--- src/uart_register_file_defines.svh ---
// assertion helpers shared by the register file
`ifndef UART_REGISTER_FILE_DEFINES_SVH
`define UART_REGISTER_FILE_DEFINES_SVH

// same-cycle implication, checked out of reset
`define URF_ASSERT_NOW(lbl, ante, cons, msg) \
  lbl: assert property (@(posedge clk) disable iff (rst) (ante) |-> (cons)) else $error(msg);

// next-cycle implication, checked out of reset
`define URF_ASSERT_NEXT(lbl, ante, cons, msg) \
  lbl: assert property (@(posedge clk) disable iff (rst) (ante) |=> (cons)) else $error(msg);

`endif

--- src/urf_pkg.sv ---
`default_nettype none

package urf_pkg;

  localparam int unsigned DEFAULT_FIFO_DEPTH = 16;

  typedef enum logic [1:0] {
    CMD_READ    = 2'd0,
    CMD_WRITE   = 2'd1,
    CMD_RECEIVE = 2'd2,
    CMD_TICK    = 2'd3
  } command_t;

  // register offsets
  localparam logic [2:0] REG_DATA = 3'd0;
  localparam logic [2:0] REG_IER  = 3'd1;
  localparam logic [2:0] REG_IIR  = 3'd2;
  localparam logic [2:0] REG_LCR  = 3'd3;
  localparam logic [2:0] REG_LSR  = 3'd5;

  localparam int unsigned DLAB_POS = 7;

  localparam logic [7:0] LSR_DR    = 8'h01;
  localparam logic [7:0] LSR_OE    = 8'h02;
  localparam logic [7:0] LSR_THRE  = 8'h20;
  localparam logic [7:0] LSR_TEMT  = 8'h40;

  localparam logic [7:0] IIR_NONE  = 8'h01;
  localparam logic [7:0] IIR_THRE  = 8'h02;
  localparam logic [7:0] IIR_RDA   = 8'h04;
  localparam logic [7:0] IIR_FIFOS = 8'hC0;

  typedef struct packed {
    command_t   command;
    logic [2:0] reg_offset;
    logic [7:0] write_data;
    logic [7:0] line_byte;
  } req_t;

  typedef struct packed {
    logic [7:0] read_data;
    logic       tx_valid;
    logic [7:0] tx_byte;
    logic       irq;
  } rsp_t;

  // one operation per word at most
  typedef struct packed {
    logic push;
    logic overwrite;
    logic pop;
    logic clear;
  } fifo_ctrl_t;

endpackage

`default_nettype wire

--- src/urf_fifo.sv ---
`default_nettype none

module urf_fifo #(
  parameter int unsigned DEPTH = urf_pkg::DEFAULT_FIFO_DEPTH
) (
  input  wire logic                       clk,
  input  wire logic                       rst,
  input  wire urf_pkg::fifo_ctrl_t        ctrl,
  input  wire logic [7:0]                 push_data,
  output logic [$clog2(DEPTH+1)-1:0]      count,
  output logic [7:0]                      head_data
);
  import urf_pkg::*;

  localparam int unsigned HW = $clog2(DEPTH);
  localparam int unsigned CW = $clog2(DEPTH + 1);
  localparam int unsigned SW = CW + 1;

  logic [7:0]    mem [DEPTH];
  logic [HW-1:0] head;
  logic [HW-1:0] head_next;
  logic [CW-1:0] count_next;
  logic [SW-1:0] tail_sum;
  logic [HW-1:0] tail;
  logic [HW-1:0] head_inc;
  logic          wr_en;
  logic [HW-1:0] wr_addr;

  assign tail_sum = SW'(head) + SW'(count);
  assign tail     = (tail_sum >= SW'(DEPTH)) ? HW'(tail_sum - SW'(DEPTH)) : HW'(tail_sum);
  assign head_inc = (head == HW'(DEPTH - 1)) ? '0 : head + HW'(1);

  always_comb begin
    head_next  = head;
    count_next = count;
    wr_en      = 1'b0;
    wr_addr    = tail;
    if (ctrl.clear) begin
      head_next  = '0;
      count_next = '0;
    end else if (ctrl.push) begin
      wr_en      = 1'b1;
      count_next = count + CW'(1);
    end else if (ctrl.overwrite) begin
      wr_en   = 1'b1;
      wr_addr = head;
    end else if (ctrl.pop) begin
      head_next  = head_inc;
      count_next = count - CW'(1);
    end
  end

  always_ff @(posedge clk) begin
    if (rst) begin
      head  <= '0;
      count <= '0;
    end else begin
      head  <= head_next;
      count <= count_next;
    end
  end

  // head byte is kept registered; a write landing on the new head goes straight through
  always_ff @(posedge clk) begin
    if (wr_en) begin
      mem[wr_addr] <= push_data;
    end
    if (wr_en && (wr_addr == head_next)) begin
      head_data <= push_data;
    end else begin
      head_data <= mem[head_next];
    end
  end

endmodule

`default_nettype wire

--- src/uart_register_file.sv ---
// channel | direction | handshake            | word
// req     | in        | req_valid/req_ready  | command, offset, write byte, line byte
// rsp     | out       | rsp_valid/rsp_ready  | read byte, tx strobe and byte, irq
//
// one word a cycle while rsp is not stalled: a request is registered, decoded against
// the register and fifo state, and its response registered.
// the fifo head bytes are held in registers fed from each fifo memory read port.
// rst clears all control, fifo pointers and registers; fifo contents are not cleared.
// a stalled rsp holds the request register, and req_ready drops until it drains.
`default_nettype none

`include "uart_register_file_defines.svh"

module uart_register_file #(
  parameter int unsigned FIFO_DEPTH = urf_pkg::DEFAULT_FIFO_DEPTH
) (
  input  wire logic          clk,
  input  wire logic          rst,
  input  wire logic          req_valid,
  output logic               req_ready,
  input  wire urf_pkg::req_t req,
  output logic               rsp_valid,
  input  wire logic          rsp_ready,
  output urf_pkg::rsp_t      rsp
);
  import urf_pkg::*;

  localparam int unsigned CW = $clog2(FIFO_DEPTH + 1);

  req_t          inq;
  logic          inq_valid;
  logic          advance;

  logic [3:0]    int_enable, int_enable_next;
  logic [7:0]    line_control, line_control_next;
  logic [7:0]    divisor_low, divisor_low_next;
  logic [7:0]    divisor_high, divisor_high_next;
  logic          fifo_on, fifo_on_next;
  logic          overrun_flag, overrun_flag_next;

  fifo_ctrl_t    rx_op, tx_op, rx_ctrl, tx_ctrl;
  logic [CW-1:0] rx_count, tx_count;
  logic [7:0]    rx_head_data, tx_head_data;

  logic          dlab, rx_ready_data, tx_empty, rx_full, tx_full;
  logic          rx_has_after, tx_empty_after;
  logic [7:0]    iir;
  rsp_t          rsp_next;

  assign advance   = inq_valid && (!rsp_valid || rsp_ready);
  assign req_ready = !inq_valid || advance;

  always_ff @(posedge clk) begin
    if (rst) begin
      inq_valid <= 1'b0;
    end else if (req_ready) begin
      inq_valid <= req_valid;
    end
  end

  always_ff @(posedge clk) begin
    if (req_valid && req_ready) begin
      inq <= req;
    end
  end

  urf_fifo #(.DEPTH(FIFO_DEPTH)) u_rx_fifo (
    .clk       (clk),
    .rst       (rst),
    .ctrl      (rx_ctrl),
    .push_data (inq.line_byte),
    .count     (rx_count),
    .head_data (rx_head_data)
  );

  urf_fifo #(.DEPTH(FIFO_DEPTH)) u_tx_fifo (
    .clk       (clk),
    .rst       (rst),
    .ctrl      (tx_ctrl),
    .push_data (inq.write_data),
    .count     (tx_count),
    .head_data (tx_head_data)
  );

  assign rx_ctrl = advance ? rx_op : '0;
  assign tx_ctrl = advance ? tx_op : '0;

  assign dlab          = line_control[DLAB_POS];
  assign rx_ready_data = (rx_count != '0);
  assign tx_empty      = (tx_count == '0);
  assign rx_full       = fifo_on ? (rx_count == CW'(FIFO_DEPTH)) : rx_ready_data;
  assign tx_full       = fifo_on ? (tx_count == CW'(FIFO_DEPTH)) : !tx_empty;

  always_comb begin
    if (int_enable[0] && rx_ready_data) begin
      iir = IIR_RDA;
    end else if (int_enable[1] && tx_empty) begin
      iir = IIR_THRE;
    end else begin
      iir = IIR_NONE;
    end
    if (fifo_on) begin
      iir = iir | IIR_FIFOS;
    end
  end

  always_comb begin
    int_enable_next   = int_enable;
    line_control_next = line_control;
    divisor_low_next  = divisor_low;
    divisor_high_next = divisor_high;
    fifo_on_next      = fifo_on;
    overrun_flag_next = overrun_flag;
    rx_op             = '0;
    tx_op             = '0;
    rsp_next          = '0;
    case (inq.command)
      CMD_READ: begin
        case (inq.reg_offset)
          REG_DATA: begin
            if (dlab) begin
              rsp_next.read_data = divisor_low;
            end else if (rx_ready_data) begin
              rsp_next.read_data = rx_head_data;
              rx_op.pop          = 1'b1;
            end
          end
          REG_IER: begin
            rsp_next.read_data = dlab ? divisor_high : {4'b0, int_enable};
          end
          REG_IIR: begin
            rsp_next.read_data = iir;
          end
          REG_LCR: begin
            rsp_next.read_data = line_control;
          end
          REG_LSR: begin
            rsp_next.read_data = (rx_ready_data ? LSR_DR : 8'h00)
                               | (overrun_flag ? LSR_OE : 8'h00)
                               | (tx_empty ? (LSR_THRE | LSR_TEMT) : 8'h00);
            overrun_flag_next  = 1'b0;
          end
          default: begin
          end
        endcase
      end
      CMD_WRITE: begin
        case (inq.reg_offset)
          REG_DATA: begin
            if (dlab) begin
              divisor_low_next = inq.write_data;
            end else if (!tx_full) begin
              tx_op.push = 1'b1;
            end
          end
          REG_IER: begin
            if (dlab) begin
              divisor_high_next = inq.write_data;
            end else begin
              int_enable_next = inq.write_data[3:0];
            end
          end
          REG_IIR: begin
            // fcr: toggling the enable flushes both fifos
            if (inq.write_data[0] != fifo_on) begin
              fifo_on_next = inq.write_data[0];
              rx_op.clear  = 1'b1;
              tx_op.clear  = 1'b1;
            end else if (inq.write_data[0]) begin
              rx_op.clear = inq.write_data[1];
              tx_op.clear = inq.write_data[2];
            end
          end
          REG_LCR: begin
            line_control_next = inq.write_data;
          end
          default: begin
          end
        endcase
      end
      CMD_RECEIVE: begin
        if (!rx_full) begin
          rx_op.push = 1'b1;
        end else begin
          overrun_flag_next = 1'b1;
          rx_op.overwrite   = !fifo_on;
        end
      end
      CMD_TICK: begin
        if (!tx_empty) begin
          rsp_next.tx_valid = 1'b1;
          rsp_next.tx_byte  = tx_head_data;
          tx_op.pop         = 1'b1;
        end
      end
      default: begin
      end
    endcase

    // interrupt level as it stands once this word has taken effect
    if (rx_op.clear) begin
      rx_has_after = 1'b0;
    end else if (rx_op.push) begin
      rx_has_after = 1'b1;
    end else if (rx_op.pop) begin
      rx_has_after = (rx_count != CW'(1));
    end else begin
      rx_has_after = rx_ready_data;
    end
    if (tx_op.clear) begin
      tx_empty_after = 1'b1;
    end else if (tx_op.push) begin
      tx_empty_after = 1'b0;
    end else if (tx_op.pop) begin
      tx_empty_after = (tx_count == CW'(1));
    end else begin
      tx_empty_after = tx_empty;
    end
    rsp_next.irq = (int_enable_next[0] && rx_has_after)
                 || (int_enable_next[1] && tx_empty_after);
  end

  always_ff @(posedge clk) begin
    if (rst) begin
      int_enable   <= '0;
      line_control <= '0;
      divisor_low  <= '0;
      divisor_high <= '0;
      fifo_on      <= 1'b0;
      overrun_flag <= 1'b0;
    end else if (advance) begin
      int_enable   <= int_enable_next;
      line_control <= line_control_next;
      divisor_low  <= divisor_low_next;
      divisor_high <= divisor_high_next;
      fifo_on      <= fifo_on_next;
      overrun_flag <= overrun_flag_next;
    end
  end

  always_ff @(posedge clk) begin
    if (rst) begin
      rsp_valid <= 1'b0;
    end else if (advance) begin
      rsp_valid <= 1'b1;
    end else if (rsp_ready) begin
      rsp_valid <= 1'b0;
    end
  end

  always_ff @(posedge clk) begin
    if (advance) begin
      rsp <= rsp_next;
    end
  end

  `URF_ASSERT_NOW(a_rx_within_capacity, 1'b1, (rx_count <= (fifo_on ? CW'(FIFO_DEPTH) : CW'(1))), "rx fifo count beyond capacity")
  `URF_ASSERT_NOW(a_tx_within_capacity, 1'b1, (tx_count <= (fifo_on ? CW'(FIFO_DEPTH) : CW'(1))), "tx fifo count beyond capacity")
  `URF_ASSERT_NEXT(a_lsr_read_clears_oe, advance && (inq.command == CMD_READ) && (inq.reg_offset == REG_LSR), !overrun_flag, "overrun flag survived lsr read")
  `URF_ASSERT_NEXT(a_tick_sends_byte, advance && (inq.command == CMD_TICK) && (tx_count != '0), rsp_valid && rsp.tx_valid, "tick with queued byte sent nothing")

endmodule

`default_nettype wire

--- config.mk ---
export PLATFORM = sky130hd
export DESIGN_NAME = uart_register_file
export DESIGN_NICKNAME = d
export VERILOG_FILES = /design/src/urf_pkg.sv /design/src/urf_fifo.sv /design/src/uart_register_file.sv
export VERILOG_INCLUDE_DIRS = /design/src /design/src/src
export SDC_FILE = /design/constraint.sdc
export NUM_CORES = 1
export LEC_CHECK = 0
export BUFFER_PORTS_ARGS = -buffer_cell sky130_fd_sc_hd__buf_2
export CORE_UTILIZATION = 50
export CTS_BUF_LIST = sky130_fd_sc_hd__clkbuf_2
export DETAILED_ROUTE_END_ITERATION = 7
export PLACE_DENSITY = 0.66
export RECOVER_POWER = 50
export SLEW_MARGIN = 20
export SYNTH_ARGS = -nofsm -noshare
export SYNTH_HDL_FRONTEND = slang
export SYNTH_SLANG_ARGS = --single-unit
--- constraint.sdc ---
create_clock -name clk -period 3.45 [get_ports clk]
set_input_delay 0.345 -clock clk [delete_from_list [all_inputs] [get_ports clk]]
set_output_delay 0.345 -clock clk [all_outputs]
set_load 0.02 [all_outputs]
==> results of run 1 <==
kinds of logic (layout without fill, tap and decap cells):
kind of cell	Yosys count	count (layout)	synth area share, %
flip-flops	353	353	67.4
adder cells (fa/ha/maj)	16	16	1.45
AO/OA/AOI/OAI	138	138	6.14
buffers and inverters	67	278	2.01
AND/OR/NAND/NOR	265	265	9.66
XOR/XNOR	10	10	0.589
multiplexers	112	112	12.7
other	0	1	0
metrics by stage:
stage               std cells  power [mW]
finish                   1557        7.77
global route             1557        8.09
CTS                      1556        7.85
detailed placement       1378        5.00
global placement         1378        4.99
floorplan                 961        4.89
repair_timing:
action | in CTS | in global routing
resized for setup | 0 | 1
endpoints found under the setup margin | 0 | 12
buffers inserted | 0 | 0
endpoints found under the hold margin | 43 | 0
hold buffers | 27 | 0
per-layer routing:
layer / up-vias / global-route usage [%] / share of wire, %
met3: 60 / 4.40 / 6.8
met2: 377 / 35.5 / 49
met1: 4429 / 30.3 / 43
li1: 4111 / - / -
met4: 0 / 6.87 / 1.9
met5: - / 0 / 0
worst reg2reg max path, delay by kind of cell, from the launching register on:
kind | cells | cell delay (ns)
DFF | 1 | 0.38
AOI/OAI and AO/OA | 2 | 0.55
adders and majority gates | 2 | 0.66
and+or+nand+nor | 2 | 0.77
xor gates and xnor gates | 1 | 0.37
where the power goes:
| group | total, mW | switching (mW) | internal [mW] |
|---|---|---|---|
| combinational | 0.208 | 0.131 | 0.0771 |
| sequential | 4.71 | 0.0681 | 4.64 |
| clock | 2.86 | 1.65 | 1.20 |
final timing paths:
kind,start,endpoint,slack [ns]
worst max-delay path,u_rx_fifo.count[0],u_rx_fifo.mem[0][3],0.21
worst min-delay path,req[10],inq[10],0.1
worst max register to register,u_rx_fifo.count[0],u_rx_fifo.mem[0][3],0.21
worst min register to register,divisor_high[0],divisor_high[0],0.49
final cells by class:
type / instances / area [sq um]
flip-flops and latches: 353 / 10000
inverters: 14 / 52.6
multi-input cells: 541 / 4540
clock inverters: 28 / 215
well taps: 384 / 480
diodes: 1 / 2.50
repair buffers: 113 / 778
clock buffers: 123 / 616
fillers: 2295 / 12200
synthesized netlist by cell type, types with 10 or more instances:
cell        n
a21oi_1    37
ha_1       14
o21ai_0    23
mux4_2     61
inv_1      12
nor4_1     11
buf_2      17
a211oi_1   19
nand3_1    22
nor2b_1    15
dfxtp_1    58
mux2i_1    46
nor3_1     13
and3_1     10
clkbuf_1   28
edfxtp_1  295
nand2_1    40
nor2_1     93
state kept, by name (all words and copies together), names as in the netlist, 4 cells and up, named ones only:
name,flops
u_tx_fifo.mem,128
inq,21
u_rx_fifo.head,4
u_tx_fifo.head,4
rsp,18
u_rx_fifo.mem,128
int_enable,4
divisor_low,8
divisor_high,8
u_tx_fifo.count,5
u_rx_fifo.count,5
line_control,8
cell usage in the layout, fill, tap and decap left out, drive strengths merged, types with 8 or more instances in the layout:
cell type | synthesis | final
nor2b | 15 | 15
nor3 | 17 | 17
clkbuf | 28 | 147
dfxtp | 58 | 58
nand2 | 42 | 42
o22ai | 8 | 8
buf | 25 | 62
nand2b | 9 | 9
nand3 | 22 | 22
nor2 | 94 | 94
mux4 | 61 | 61
clkinv | 0 | 22
and3 | 10 | 10
edfxtp | 295 | 295
ha | 14 | 14
nor4 | 12 | 12
dlygate4sd3 | 0 | 27
o21ai | 23 | 23
a211oi | 21 | 21
mux2i | 46 | 46
a21oi | 38 | 38
inv | 14 | 17
==> results.md, run 1 <==
- Post-DP HPWL: 21100 microns
- DR WL/cell: 21.1 microns
- Root Driver: clkbuf_2
- F_max: 309 MHz
- Final Hold Fails: 0
- Final GP Congestion: 0.921
- Final instance area: 0.0167 sq mm
- Pre-CTS setup slack: 0.291 ns
- Status: complete, no violations
- Reg clk slew, reported paths: 0.11 ns
- Max-slew violations: 0
- Critical Path Sink Type: register
- Yosys reg bits: 353
- Vias per cell: 5.77
- Core area: 0.0289 sq mm
- Drt first pass iters: 6
- Delay-heaviest family, CP: simple AND/OR/NAND/NOR gates
- Cell Area, Synth: 0.0149 sq mm
- Sequential share of the synthesized area: 67.4%
- Critical path class: reg -> reg
- Number of port buffers: 44
- Min Hold Slack: 0.0988 ns
- CTS sink count: 353
- Tot GR Track Use: 22.0%
- Post-route clock period utilization: 93.8%
- Io pins: 45
- Initial drt markers: 713
- Clk buf depth: 3
- Area growth syn-to-layout: 12.4%
- Worst Setup Slack, final: 0.212 ns
- Hold Path Class: in -> reg
- Syn Area/Cell: 15.5 sq um
- RSZ-0062 raised after global routing: yes
- Mapped Cells: 961
- Min Tclk post-route: 3.24 ns
- First-pass GRT wire length: 50400 microns
- Startpoint types: register
- P_leak: 5.68 nW
- Layout cells sized above 1: 24.8%
- Largest net degree at the start of global routing: 36
- Setup TNS: 0 ns
- WP depth: 7
- Clock Skew: 0.155 ns
- Synth area leaders: edfxtp_1 (60%), mux4_2 (9.2%), dfxtp_1 (7.8%), mux2i_1 (3.1%), nor2_1 (2.3%)
- Number of synthesized flops with an enable pin: 295
- Yosys warning count: 0
- Antenna-violating nets left: 0
- Initial Utilization: 51.4%
- Final setup viols: 0
- WP data arrival: 3.68 ns
- Vias in the first global route: 8923
- Reported max-cap violation count: 0
- Max rail drop VDD: 0.310 mV
- # DRC: 0
- Fin nets: 1150
- Ys async rst share: 0%
- DR vias: 8977
- Max-slew headroom at the worst pin: 35.7%
- Cts bufs inserted: 86
- Fin util: 57.7%
- Die X: 174 microns
- Area post-placement: 0.0156 sq mm
- DIE AREA: 0.0304 sq mm
- Cell row count: 62
- Tightest Pin Transition: 0.964 ns
- Clock latency on the worst-skew pair: 0.96 ns
- Worst path required time: 3.89 ns
- CTS tree: yes
- Syn Nets: 1002
- Worst-path maximum fanout: 8
- Synth cell types: 76
- Pwr dens: 465 mW/mm^2
- Initial antenna violation count: 1
- Critical path, cell by cell: ha_1, fa_1, xnor2_1, nand2_1, a2111oi_0, a211oi_1, nor2_1
- Crit-path slowest cell: nor2_1
- # H-tree levels: 3
- Top_reg_cell synth: edfxtp_1
- Min-Delay Path Depth: 2
- Largest stage delay on the critical path: 0.65 ns
- Yosys top cell area share: 59.6%
- R2r worst-path depth: 7
- Dominant cell type by area after synthesis: edfxtp_1
- Drt total wl: 32800 microns
- Gr ovfl total: 0
- Height of the die: 174 microns
- Worst path buffer plus inverter count: 0
Note: power is estimated with default switching activity, not from simulation.
==> inputs of run 2 (changes only) <==
- BUFFER_PORTS_ARGS: -buffer_cell sky130_fd_sc_hd__buf_2 -> default
- DONT_BUFFER_PORTS: default -> 1
- GPL_TIMING_DRIVEN: default -> 0
- PLACE_DENSITY: 0.66 -> default
==> results.md, run 2 (synthesis gave the netlist of run 1 again) <==
- Final setup viols: 0
- Min Tclk post-route: 3.25 ns
- Post-route clock period utilization: 94.3%
- Largest net degree at the start of global routing: 27
- Antenna-violating nets left: 0
- RSZ-0062 raised after global routing: yes
- Non-filler cells, final: 1545
- Layout cells sized above 1: 22.8%
- Post-DP HPWL: 21500 microns
- Postcts setup bufs: 0
- Critical Path Sink Type: register
- Reported max-cap violation count: 0
- Initial drt markers: 598
- Height of the die: 174 microns
- Tightest Pin Transition: 1.01 ns
- Cts bufs inserted: 89
- Worst path required time: 3.95 ns
- F_max: 307 MHz
- WP data arrival: 3.75 ns
- Die X: 174 microns
- Critical path class: reg -> reg
- Max-slew violations: 0
- Reg clk slew, reported paths: 0.10 ns
- Biggest regs: u_rx_fifo.mem x128, u_tx_fifo.mem x128, inq x21
- Initial antenna violation count: 1
- Hold Path Class: in -> reg
- DR WL/cell: 21.3 microns
- Cell row count: 62
- Pwr dens: 462 mW/mm^2
- Core area: 0.0289 sq mm
- CTS sink count: 353
- Drt total wl: 33000 microns
- DP Cell Count: 1345
- Clk buf depth: 3
- Startpoint types: register
- Drt first pass iters: 5
- # DRC: 0
- Initial Utilization: 51.4%
- DIE AREA: 0.0304 sq mm
- Clock Skew: 0.102 ns
- First-pass GRT wire length: 50600 microns
- Final Hold Fails: 0
- Root Driver: clkbuf_2
- Max rail drop VDD: 0.346 mV
- Worst-path maximum fanout: 10
- Vias in the first global route: 8825
- Io pins: 45
- Most common cell after layout, fill and taps aside: edfxtp_1
- P_leak: 5.55 nW
- Most frequent cells in the layout: edfxtp_1 (295), clkbuf_2 (126), nor2_1 (85), mux4_2 (61), dfxtp_1 (58)
- Clock latency on the worst-skew pair: 0.91 ns
- # H-tree levels: 3
- Total Power: 7.67 mW
- Final GP Congestion: 0.797
- Area growth syn-to-layout: 11.6%
- CTS tree: yes
- Tot GR Track Use: 22.3%
- Status: complete, no violations
- Number of port buffers: 0
- Vias per cell: 5.59
- Max-slew headroom at the worst pin: 32.5%
- Fin util: 57.3%
- DR vias: 8639
- Gr ovfl total: 0
- Fin nets: 1132
run 2: cell types whose count changed in the layout (fill, tap and decap cells not counted), sizes merged:
cell / delta
buf: -38
bufinv: -2
clkbuf: +8
clkinv: +5
clkinvlp: +2
dlygate4sd3: +12
inv: +1
run 2: cell type report:
type	count	area [sq um]
fill	2347	12300
sequential	353	10000
multi-input combinational	541	4580
clock buffer	126	631
tap	384	480
timing repair buffer	39	390
buffer	53	245
clock inverter	34	185
inverter	14	52.6
antenna	1	2.50
run 2: layer usage:
metal | global-route usage (%) | wire (microns) | vias up
met2 | 39.4 | 17300 | 198
met4 | 6.25 | 516 | 0
met5 | 0 | 0 | -
li1 | - | - | 4095
met3 | 4.81 | 1290 | 45
met1 | 27.4 | 13800 | 4301
run 2: through the flow:
stage	instance area, sq um	setup WS (ns)	hold slack [ns]	TNS, ns
after global placement	15300	0.00178	0.444	0
final	16600	0.197	0.119	0
after detailed placement	15300	-0.0101	0.444	-0.0773
after floorplan	14900	0.888	0.444	0
after global routing	16600	-0.0811	0.00379	-1.28
after CTS	16500	0.000636	0.0123	0
run 2: path summary, 6_finish.rpt:
kind | depth (start not counted) | slack [ns] | startpoint | end
max reg2reg | 8 | 0.20 | u_rx_fifo.count[1] | u_rx_fifo.mem[2][0]
min reg2reg | 2 | 0.49 | divisor_high[5] | divisor_high[5]
min | 1 | 0.12 | req[0] | inq[0]
max | 8 | 0.20 | u_rx_fifo.count[1] | u_rx_fifo.mem[2][0]
run 2: where the power goes:
group / internal [mW] / switching, mW / total [mW]
clock: 1.08 / 1.68 / 2.76
sequential: 4.64 / 0.0792 / 4.72
combinational: 0.0730 / 0.114 / 0.187
run 2: repair_timing:
item                       in CTS  in global routing
setup endpoints to repair       0                207
hold endpoints to repair       31                  9
gates resized for setup         0                 12
hold buffers                   30                  9
run 2: critical path, stage by stage, from the launching register on:
cell and delay, ns:
dfxtp_1 0.39, inv_1 0.12, ha_1 0.24, nor4b_4 0.51, nor2_1 0.11, buf_2 0.21
a2111oi_0 0.44, a211oi_1 0.16, nor2_1 0.74
==> inputs of run 3 (changes only) <==
--- a/config.mk
+++ b/config.mk
@@ -8,2 +8,3 @@
 export LEC_CHECK = 0
+export CORE_MARGIN = 2
 export CORE_UTILIZATION = 50
@@ -13,2 +14,3 @@
 export GPL_TIMING_DRIVEN = 0
+export HOLD_SLACK_MARGIN = 0.02
 export RECOVER_POWER = 50
--- a/constraint.sdc
+++ b/constraint.sdc
@@ -3,2 +3,2 @@
 set_output_delay 0.345 -clock clk [all_outputs]
-set_load 0.02 [all_outputs]
+set_load 0.1 [all_outputs]
==> results.md, run 3 (synthesis gave the netlist of run 1 again) <==
- DP Cell Count: 1351
- Worst path buffer plus inverter count: 2
- Critical path class: reg -> reg
- Initial Utilization: 50.4%
- Critical path, cell by cell: nand2b_1, buf_2, and3_1, clkbuf_1, a2111oi_0, nor3_1, nor2_1
- RSZ-0062 raised after global routing: yes
- Hold path startpoint: req_valid
- Reg-to-reg endpoint: u_rx_fifo.mem[5][1]
- Reported max-cap violation count: 0
- Non-filler cells, final: 1537
- Hold Path Class: in -> reg
- Number of fill cells: 2474
- Largest net degree at the start of global routing: 27
- Height of the die: 176 microns
- Post-route clock period utilization: 97.7%
- R2R setup slack: 0.08 ns
- R2r worst-path depth: 7
- DR WL/cell: 21.9 microns
- Reg clk slew, reported paths: 0.09 ns
- Pre-CTS setup slack: -0.0784 ns
- Cts bufs inserted: 89
- Io pins: 45
- Total Power: 7.71 mW
- Worst Setup Slack, final: 0.0807 ns
- Most frequent cells in the layout: edfxtp_1 (295), clkbuf_2 (135), nor2_1 (75), mux4_2 (61), dfxtp_1 (58)
- Initial drt markers: 614
- Layout cells sized above 1: 24.2%
- Final setup viols: 0
- Drt total wl: 33700 microns
- Min Tclk post-route: 3.37 ns
- Min Hold Slack: 0.0789 ns
- Largest stage delay on the critical path: 0.99 ns
- Status: complete, no violations
- Critical Path Sink Type: register
- Clk buf depth: 3
- Gr ovfl total: 0
- Sequential Area: 0.0100 sq mm
- Number of port buffers: 0
- # H-tree levels: 3
- Clock Skew: 0.105 ns
- Max rail drop VDD: 0.305 mV
- F_max: 297 MHz
- Clock latency on the worst-skew pair: 0.89 ns
- First-pass GRT wire length: 52000 microns
- GRT Max-Usage Layer: met2
- WP data arrival: 3.81 ns
- Max-slew headroom at the worst pin: 33.2%
- Root Driver: clkbuf_2
- Most common cell after layout, fill and taps aside: edfxtp_1
- Final Hold Fails: 0
- WHS Endpoint: inq[18]
- Max-slew violations: 0
- Die X: 176 microns
- Vias in the first global route: 8909
- Tightest Pin Transition: 1.00 ns
- Cell row count: 63
- Min-Delay Path Depth: 1
- # DRC: 0
- Fin nets: 1124
- Delay-heaviest family, CP: simple AND/OR/NAND/NOR gates
- P_leak: 5.52 nW
- Post-DP HPWL: 22100 microns
- Pwr dens: 467 mW/mm^2
- Fin util: 56.0%
- Worst-path maximum fanout: 8
- Area post-placement: 0.0153 sq mm
- Vias per cell: 5.70
- Drt first pass iters: 5
- Final GP Congestion: 0.793
- Tot GR Track Use: 22.3%
- Crit-path slowest cell: dfxtp_1
- DIE AREA: 0.0311 sq mm
- CP Launch Point: rsp_valid
- Biggest regs: u_rx_fifo.mem x128, u_tx_fifo.mem x128, inq x21
- CTS tree: yes
- CTS sink count: 353
- Met3 Use GR: 4.57%
- Antenna-violating nets left: 0
- Startpoint types: register
- Area growth syn-to-layout: 11.1%
- DR vias: 8768
- Area of the multi-input gates: 0.00460 sq mm
- Worst path required time: 3.89 ns
- Worst r2r src: rsp_valid
- Core area: 0.0295 sq mm
- Met2 track demand over resource: 38.7%
- Initial antenna violation count: 2
- Final instance area: 0.0165 sq mm
- Setup TNS: 0 ns
- Global routing usage on met1: 28.3%
[run 3: what timing repair did]
item                       4_1_cts  5_1_grt
buffers inserted                 0        0
hold buffers                    31        0
hold endpoints to repair        26        0
setup endpoints to repair      118      151
resized for setup                2       20
[run 3: where the power goes]
part / internal [mW] / switching (mW)
sequential: 4.64 / 0.129
combinational: 0.0674 / 0.116
clock: 1.11 / 1.64
[run 3: how the worst max path moves through the flow]
stage,to,slack (ns),cells after the start
floorplan,inq[0],0.54,3
global placement,u_tx_fifo.mem[9][5],-0.05,7
detailed placement,u_tx_fifo.mem[9][5],-0.08,7
CTS,u_rx_fifo.mem[2][2],-0.04,7
global route,u_rx_fifo.mem[6][6],-0.16,8
finish,u_rx_fifo.mem[5][1],0.08,7
[run 3: routing by layer]
metal | part of all wire [%] | wire length (microns)
met5 | 0 | 0
met3 | 4.3 | 1440
met4 | 1.7 | 567
met2 | 52 | 17500
met1 | 42 | 14200
[run 3: final cells by class]
cell class,count,area share (%)
Inverter,14,0.318
Sequential cell,353,60.7
Clock inverter,18,0.697
Antenna cell,2,0.0303
Buffer,53,1.49
Timing Repair Buffer,31,1.88
Clock buffer,135,4.09
Tap cell,390,2.96
Multi-Input combinational cell,541,27.8
